==> config.mk <==
export PLATFORM = sky130hd
export DESIGN_NAME = fixed_point_decimal_accumulator_alu
export DESIGN_NICKNAME = d
export VERILOG_FILES = /design/src/rtl/core/fpda_pkg.sv /design/src/rtl/core/fpda_ctrl.sv /design/src/rtl/core/fpda_dp.sv /design/src/rtl/core/fixed_point_decimal_accumulator_alu.sv
export SDC_FILE = /design/constraint.sdc
export NUM_CORES = 2
export LEC_CHECK = 0
export ABC_AREA = 1
export CAP_MARGIN = 10
export CORE_UTILIZATION = 34
export CTS_BUF_LIST = sky130_fd_sc_hd__clkbuf_4
export DETAILED_ROUTE_END_ITERATION = 10
export DONT_BUFFER_PORTS = 1
export PLACE_DENSITY_LB_ADDON = 0.15
export SLEW_MARGIN = 20
export SYNTH_ARGS = -nofsm -noshare
export SYNTH_HDL_FRONTEND = slang
export SYNTH_SLANG_ARGS = --single-unit
export TNS_END_PERCENT = 5
==> constraint.sdc <==
create_clock -name clock -period 10.7 [get_ports clock]
set_input_delay 1.605 -clock clock [delete_from_list [all_inputs] [get_ports clock]]
set_output_delay 1.605 -clock clock [all_outputs]
set_load 0.02 [all_outputs]
==> src/rtl/core/fpda_pkg.sv <==
// Shared types and constants for the fixed-point decimal accumulator ALU.
// Used by fpda_ctrl, fpda_dp and the top level; no dependencies.
`default_nettype none

package fpda_pkg;

   localparam int unsigned DATA_W    = 32;
   localparam int unsigned PROD_W    = 2 * DATA_W;
   // quotient bits retired per divider cycle
   localparam int unsigned DIV_RADIX = 2;
   localparam int unsigned DIV_STEPS = PROD_W / DIV_RADIX;
   localparam int unsigned CNT_W     = $clog2(DIV_STEPS);

   typedef enum logic [1:0] {
      MODE_ADD = 2'd0,
      MODE_SUB = 2'd1,
      MODE_MUL = 2'd2,
      MODE_DIV = 2'd3
   } mode_type;

   typedef enum logic [3:0] {
      ST_IDLE   = 4'b0001,
      ST_MULT   = 4'b0010,
      ST_DIVIDE = 4'b0100,
      ST_FINISH = 4'b1000
   } state_type;

   // controller -> datapath
   typedef struct packed {
      logic load;      // capture request, apply start clear
      logic mult;      // form magnitude product, set up divider
      logic div_step;  // one divider iteration
      logic finish;    // commit accumulator and response register
   } cmd_type;

   // datapath -> controller
   typedef struct packed {
      logic long_op;   // incoming request needs the multiply/divide path
      logic div_last;  // divider is on its final iteration
   } sts_type;

endpackage

`default_nettype wire

==> src/rtl/core/fpda_ctrl.sv <==
// Controller state machine for the fixed-point decimal accumulator ALU.
// Depends on fpda_pkg; drives commands into fpda_dp and owns the handshakes.
`default_nettype none

module fpda_ctrl
   import fpda_pkg::*;
(
   input  wire          clock,
   input  wire          reset,
   input  wire          req_valid,
   output logic         req_stall,
   output logic         rsp_valid,
   input  wire          rsp_stall,
   input  wire sts_type sts,
   output cmd_type      cmd
);

   state_type state_ff, state_in;
   logic      rsp_valid_ff, rsp_valid_in;
   logic      out_free;

   assign out_free  = !rsp_valid_ff || !rsp_stall;
   assign req_stall = (state_ff != ST_IDLE);
   assign rsp_valid = rsp_valid_ff;

   always_comb begin
      state_in = state_ff;
      cmd      = '0;
      unique case (state_ff)
         ST_IDLE: begin
            if (req_valid) begin
               cmd.load = 1'b1;
               state_in = sts.long_op ? ST_MULT : ST_FINISH;
            end
         end
         ST_MULT: begin
            cmd.mult = 1'b1;
            state_in = ST_DIVIDE;
         end
         ST_DIVIDE: begin
            cmd.div_step = 1'b1;
            if (sts.div_last) begin
               state_in = ST_FINISH;
            end
         end
         ST_FINISH: begin
            if (out_free) begin
               cmd.finish = 1'b1;
               state_in   = ST_IDLE;
            end
         end
         default: begin
            state_in = ST_IDLE;
         end
      endcase
   end

   always_comb begin
      rsp_valid_in = rsp_valid_ff;
      if (cmd.finish) begin
         rsp_valid_in = 1'b1;
      end else if (rsp_valid_ff && !rsp_stall) begin
         rsp_valid_in = 1'b0;
      end
   end

   always_ff @(posedge clock) begin
      if (reset) begin
         state_ff     <= ST_IDLE;
         rsp_valid_ff <= 1'b0;
      end else begin
         state_ff     <= state_in;
         rsp_valid_ff <= rsp_valid_in;
      end
   end

endmodule

`default_nettype wire

==> src/rtl/core/fpda_dp.sv <==
// Datapath for the fixed-point decimal accumulator ALU: accumulator, 32x32
// magnitude multiplier, radix-4 restoring divider and response register.
// Depends on fpda_pkg; sequenced by fpda_ctrl through cmd_type/sts_type.
`default_nettype none

module fpda_dp
   import fpda_pkg::*;
#(
   parameter int unsigned SCALE_FACTOR = 1000000
)
(
   input  wire                       clock,
   input  wire                       reset,
   input  wire        [1:0]          req_mode,
   input  wire signed [DATA_W-1:0]   req_operand,
   input  wire                       req_start_req,
   input  wire cmd_type              cmd,
   output sts_type                   sts,
   output logic signed [DATA_W-1:0]  rsp_result,
   output logic                      rsp_div_by_zero
);

   localparam logic [DATA_W-1:0] SCALE_VAL = DATA_W'(SCALE_FACTOR);

   mode_type           mode_ff;
   logic [DATA_W-1:0]  opnd_ff;
   logic [DATA_W-1:0]  acc_ff, acc_in;
   logic [PROD_W-1:0]  quo_ff, quo_in;
   logic [DATA_W-1:0]  rem_ff, rem_in;
   logic [DATA_W-1:0]  dvs_ff;
   logic               neg_ff;
   logic [CNT_W-1:0]   cnt_ff;
   logic [DATA_W-1:0]  result_ff;
   logic               dz_ff;

   logic [DATA_W-1:0]  acc_mag, opnd_mag, mul_b;
   logic [PROD_W-1:0]  prod;
   logic [DATA_W:0]    r1, r1n, r2, r2n;
   logic               ge1, ge2;
   logic [DATA_W-1:0]  quo_lo, res;
   logic               dz;

   // status for the request waiting at the input
   assign sts.long_op  = (mode_type'(req_mode) == MODE_MUL) ||
                         ((mode_type'(req_mode) == MODE_DIV) && (req_operand != '0));
   assign sts.div_last = (cnt_ff == CNT_W'(DIV_STEPS - 1));

   // multiply on magnitudes; sign applied after the divide
   assign acc_mag  = acc_ff[DATA_W-1]  ? (~acc_ff + 1'b1)  : acc_ff;
   assign opnd_mag = opnd_ff[DATA_W-1] ? (~opnd_ff + 1'b1) : opnd_ff;
   assign mul_b    = (mode_ff == MODE_MUL) ? opnd_mag : SCALE_VAL;
   assign prod     = PROD_W'(acc_mag) * PROD_W'(mul_b);

   // two restoring steps per cycle; remainder always below the divisor
   always_comb begin
      r1  = {rem_ff, quo_ff[PROD_W-1]};
      ge1 = (r1 >= {1'b0, dvs_ff});
      r1n = ge1 ? (r1 - {1'b0, dvs_ff}) : r1;
      r2  = {r1n[DATA_W-1:0], quo_ff[PROD_W-2]};
      ge2 = (r2 >= {1'b0, dvs_ff});
      r2n = ge2 ? (r2 - {1'b0, dvs_ff}) : r2;
      rem_in = r2n[DATA_W-1:0];
      quo_in = {quo_ff[PROD_W-3:0], ge1, ge2};
   end

   assign quo_lo = quo_ff[DATA_W-1:0];
   assign dz     = (mode_ff == MODE_DIV) && (opnd_ff == '0);

   always_comb begin
      case (mode_ff)
         MODE_ADD: res = acc_ff + opnd_ff;
         MODE_SUB: res = acc_ff - opnd_ff;
         default: begin
            if (dz) begin
               res = '0;
            end else begin
               res = neg_ff ? (~quo_lo + 1'b1) : quo_lo;
            end
         end
      endcase
   end

   always_comb begin
      acc_in = acc_ff;
      if (cmd.load && req_start_req) begin
         acc_in = '0;
      end else if (cmd.finish) begin
         acc_in = res;
      end
   end

   always_ff @(posedge clock) begin
      if (reset) begin
         acc_ff <= '0;
      end else begin
         acc_ff <= acc_in;
      end
   end

   always_ff @(posedge clock) begin
      if (cmd.load) begin
         mode_ff <= mode_type'(req_mode);
         opnd_ff <= req_operand;
      end
      if (cmd.mult) begin
         quo_ff <= prod;
         rem_ff <= '0;
         dvs_ff <= (mode_ff == MODE_MUL) ? SCALE_VAL : opnd_mag;
         neg_ff <= acc_ff[DATA_W-1] ^ opnd_ff[DATA_W-1];
         cnt_ff <= '0;
      end else if (cmd.div_step) begin
         quo_ff <= quo_in;
         rem_ff <= rem_in;
         cnt_ff <= cnt_ff + 1'b1;
      end
      if (cmd.finish) begin
         result_ff <= res;
         dz_ff     <= dz;
      end
   end

   assign rsp_result      = result_ff;
   assign rsp_div_by_zero = dz_ff;

endmodule

`default_nettype wire

==> src/rtl/core/fixed_point_decimal_accumulator_alu.sv <==
// Channel  Handshake              Payload
// req      req_valid/req_stall    req_mode[1:0], req_operand[31:0], req_start_req
// rsp      rsp_valid/rsp_stall    rsp_result[31:0], rsp_div_by_zero
//
// One request at a time. Add, subtract and divide by zero go from accept straight to
// the finish state; multiply and divide pass through the multiply state and the
// divider, which retires 2 quotient bits per cycle over the 64-bit scaled product
// (32 iterations). Synchronous reset idles the controller and zeroes the accumulator.
// A held response keeps the next request in its finish state until rsp_stall
// drops; the next request is taken while a response waits.
//
// Top level: ties fpda_ctrl to fpda_dp. Depends on fpda_pkg.
`default_nettype none

module fixed_point_decimal_accumulator_alu
   import fpda_pkg::*;
#(
   parameter int unsigned SCALE_FACTOR = 1000000
)
(
   input  wire                       clock,
   input  wire                       reset,
   input  wire                       req_valid,
   output logic                      req_stall,
   input  wire        [1:0]          req_mode,
   input  wire signed [DATA_W-1:0]   req_operand,
   input  wire                       req_start_req,
   output logic                      rsp_valid,
   input  wire                       rsp_stall,
   output logic signed [DATA_W-1:0]  rsp_result,
   output logic                      rsp_div_by_zero
);

   cmd_type cmd;
   sts_type sts;

   fpda_ctrl u_ctrl (
      .clock     (clock),
      .reset     (reset),
      .req_valid (req_valid),
      .req_stall (req_stall),
      .rsp_valid (rsp_valid),
      .rsp_stall (rsp_stall),
      .sts       (sts),
      .cmd       (cmd)
   );

   fpda_dp #(
      .SCALE_FACTOR (SCALE_FACTOR)
   ) u_dp (
      .clock           (clock),
      .reset           (reset),
      .req_mode        (req_mode),
      .req_operand     (req_operand),
      .req_start_req   (req_start_req),
      .cmd             (cmd),
      .sts             (sts),
      .rsp_result      (rsp_result),
      .rsp_div_by_zero (rsp_div_by_zero)
   );

`ifndef SYNTH
   // a divide-by-zero response always carries a zero result
   assert property (@(posedge clock) disable iff (reset)
      rsp_valid && rsp_div_by_zero |-> rsp_result == '0)
      else $error("div_by_zero response with nonzero result");

   // only one request in flight
   assert property (@(posedge clock) disable iff (reset)
      req_valid && !req_stall |=> req_stall)
      else $error("second request taken while one is in flight");

   // commit never overwrites a held response
   assert property (@(posedge clock) disable iff (reset)
      cmd.finish |-> !rsp_valid || !rsp_stall)
      else $error("response register overwritten while stalled");

   // at most one command per cycle
   assert property (@(posedge clock) disable iff (reset)
      $onehot0(cmd))
      else $error("conflicting datapath commands");
`endif

endmodule

`default_nettype wire

==> out/metrics.cfg <==
[status]
status = finished clean

[sta]
period_share = 0.961
hold_viol = 0
setup_tns_ns = 0
finalSetupViolCount = 0
worst_pin_slew_ns = 1.17
finalClockSkew_ns = 0.0550
rsz0062_at_grt = no
relSlewSlack = 0.216
hold_slack_ns = 0.454
fmax_ghz = 0.0972
period_needed_ns = 10.29
final_max_slew_viol_count = 0

[job]
maxCapViolations = 0

[synth]
synth_area_leader_cell = fa_1
synthXorXnorAreaFrac = 0.0220
synth_cell_types = 63
synthMuxAreaShare = 0
synth-compound-area-share = 0.0656
netlist_instances = 7051
synth_top_family_by_area = adder cells
yosysSeqAreaShare = 0.121
synth_nets = 8353
postSynth.asyncResetShare = 0
synthFlopType = edfxtp_1
synth_area_mm2 = 0.0529
syn_avg_cell_area_um2 = 7.50
ys_warn_count = 0
ys_ff_latch = 238
synth_area_leaders = fa_1 (34%), nand2_1 (11%), inv_1 (11%)
synthAdderAreaFrac = 0.426
yosys.area_share.simple = 0.234
synth_top_area_frac = 0.340
synth-edff-count = 164

[floorplan]
fp.dieH_um = 396
core_area_mm2 = 0.154
ios = 74
die-width_um = 396
start_util = 0.343
core.rowCount = 144
die_area_mm2 = 0.157

[finish]
regArea_mm2 = 0.00641
multi_input_area_mm2 = 0.0396
final_common_cell = nand2_1
fillCellCount = 16800
mostFrequentLayoutCells = nand2_1 (1564), inv_1 (1511), fa_1 (899), nor2_1 (860), ha_1 (364)
drive_gt1_frac = 0.0540
syn_to_final_growth_pct = 6.23
instances_no_fill = 9108
nNetsFinal = 8310

[grt]
grt_max_degree = 67
grt.overflow.total = 0
antenna_found_initial = 4
track_usage = 0.274
first_global_vias = 47100
grt_pass1_wl_um = 317000

[worst_setup_path]
path_max_fanout = 17
cp.required_ns = 11.37
ff2ff_path_depth = 34
cp_data_arrival_time_ns = 10.95
cpPeakStageDelay_ns = 0.82
critPathLaunchType = flip-flop
slowest_stage = inv_1
r2r_setup_slack_ns = 0.41
critPathCaptureType = flip-flop
crit_type = flip-flop to flip-flop

[clock_tree]
ctsHoldBuffers = 0
clkLatencyLatePin_ns = 0.95
cts_buffers = 71
cts_tree = done
clock-sinks = 238
post-cts-setup-buffers = 0
path_clk_slew_ns = 0.08
htreeDepth = 3
cts_buffer_depth = 3
cts_root_buf = clkbuf_4
cts.repair.resized = 0

[routing]
top_layer = met5
dr_wl_met2_um = 94800
wl_per_cell_um = 23.3
met1Wirelength_um = 97000
drtIter0Drc = 3819
wl_um = 212000
drc = 0
via_count = 46100
final_antenna_net_count = 0
first_pass_iters = 8
via_per_inst = 5.06
wl_met3_um = 13800

[placement]
portBuffers = 0
dp_cells = 8979
place.gp.congestion = 0.965
dp_hpwl_um = 179000

[pwr]
powerDensity_mw_per_mm2 = 66.8
total_leakage_power_nw = 28.6
ir_drop_uv = 62.8

[min_path]
hold_depth = 1
hold_path.class = flip-flop to flip-flop

==> critical path, delay by kind of cell (launching register included) <==
family,cells,cell delay [ns]
AOI/OAI and AO/OA,4,1.09
and+or+nand+nor,10,1.95
DFF,1,0.37
xor gates and xnor gates,1,0.25
adders and majority gates,10,4.84
buffers and inverters,9,1.52
==> cell type report <==
type	count	share of cell area
clock buffer	98	0.0131
multi-input combinational	5027	0.705
sequential	238	0.114
inverter	1556	0.104
antenna	5	0.000223
timing repair buffer	114	0.0154
tap	2044	0.0455
clock inverter	26	0.00234
==> metal layers <==
| metal | up-vias | track usage |
|---|---|---|
| met2 | 1532 | 0.429 |
| met5 | - | 0 |
| met1 | 23100 | 0.391 |
| li1 | 21300 | - |
| met4 | 4 | 0.0785 |
| met3 | 240 | 0.0397 |
==> state kept, by name, indices dropped and copies added, names as in the netlist <==
| register | cells |
|---|---|
| u_ctrl.state_ff | 4 |
| u_ctrl.rsp_valid | 1 |
| u_dp.neg_ff | 1 |
| u_dp.acc_ff | 32 |
| u_dp.mode_ff | 2 |
| u_dp.rsp_div_by_zero | 1 |
| u_dp.opnd_ff | 32 |
| u_dp.quo_ff | 64 |
| u_dp.rsp_result | 32 |
| u_dp.dvs_ff | 32 |
| u_dp.cnt_ff | 5 |
| u_dp.rem_ff | 32 |
==> power by group <==
group / switching, mW / internal [mW] / total [mW]
clock: 0.479 / 0.448 / 0.927
combinational: 1.23 / 0.530 / 1.76
sequential: 0.0364 / 1.03 / 1.06
==> kinds of logic (layout without fill, tap and decap cells) <==
| group | Yosys count | after routing |
|---|---|---|
| and+or+nand+nor | 3001 | 3001 |
| buffers and inverters | 1786 | 1794 |
| adders and majority gates | 1263 | 1263 |
| AOI/OAI and AO/OA | 632 | 632 |
| DFF | 238 | 238 |
| xor gates and xnor gates | 131 | 131 |
| other | 0 | 5 |
==> synthesized netlist by cell type (all sizes together), types with 8 or more instances <==
cell type  number
nor4           30
or2            47
o21ai         280
a21oi         233
nand3         317
xor2           80
o21bai         27
ha            364
xnor2          51
inv          1544
nor3           48
o211ai         12
edfxtp        164
a31oi          17
nand4          62
dfxtp          74
o2111ai         8
nand3b         10
nand2        1589
a21o           19
fa            899
o21a           12
clkinv         12
nor2          887
buf            94
clkbuf        136
==> per-stage QoR <==
step | setup WS (ns) | total power [mW] | area, µm² | util
6_report | 0.414 | 3.76 | 56200 | 0.364
5_1_grt | 0.0714 | 3.99 | 56200 | 0.364
4_1_cts | 0.606 | 3.78 | 56200 | 0.364
3_5_place_dp | 0.700 | 2.82 | 55300 | 0.359
3_3_place_gp | 0.609 | 2.83 | 55300 | 0.359
2_1_floorplan | 2.49 | 2.17 | 52900 | -
==> worst paths after layout <==
path / startpoint / end
max reg2reg: u_dp.acc_ff[1] / u_dp.quo_ff[46]
min: u_dp.cnt_ff[3] / u_dp.cnt_ff[3]
min reg2reg: u_dp.cnt_ff[3] / u_dp.cnt_ff[3]
max: u_dp.acc_ff[1] / u_dp.quo_ff[46]
Power figures use the tool's default switching activity.
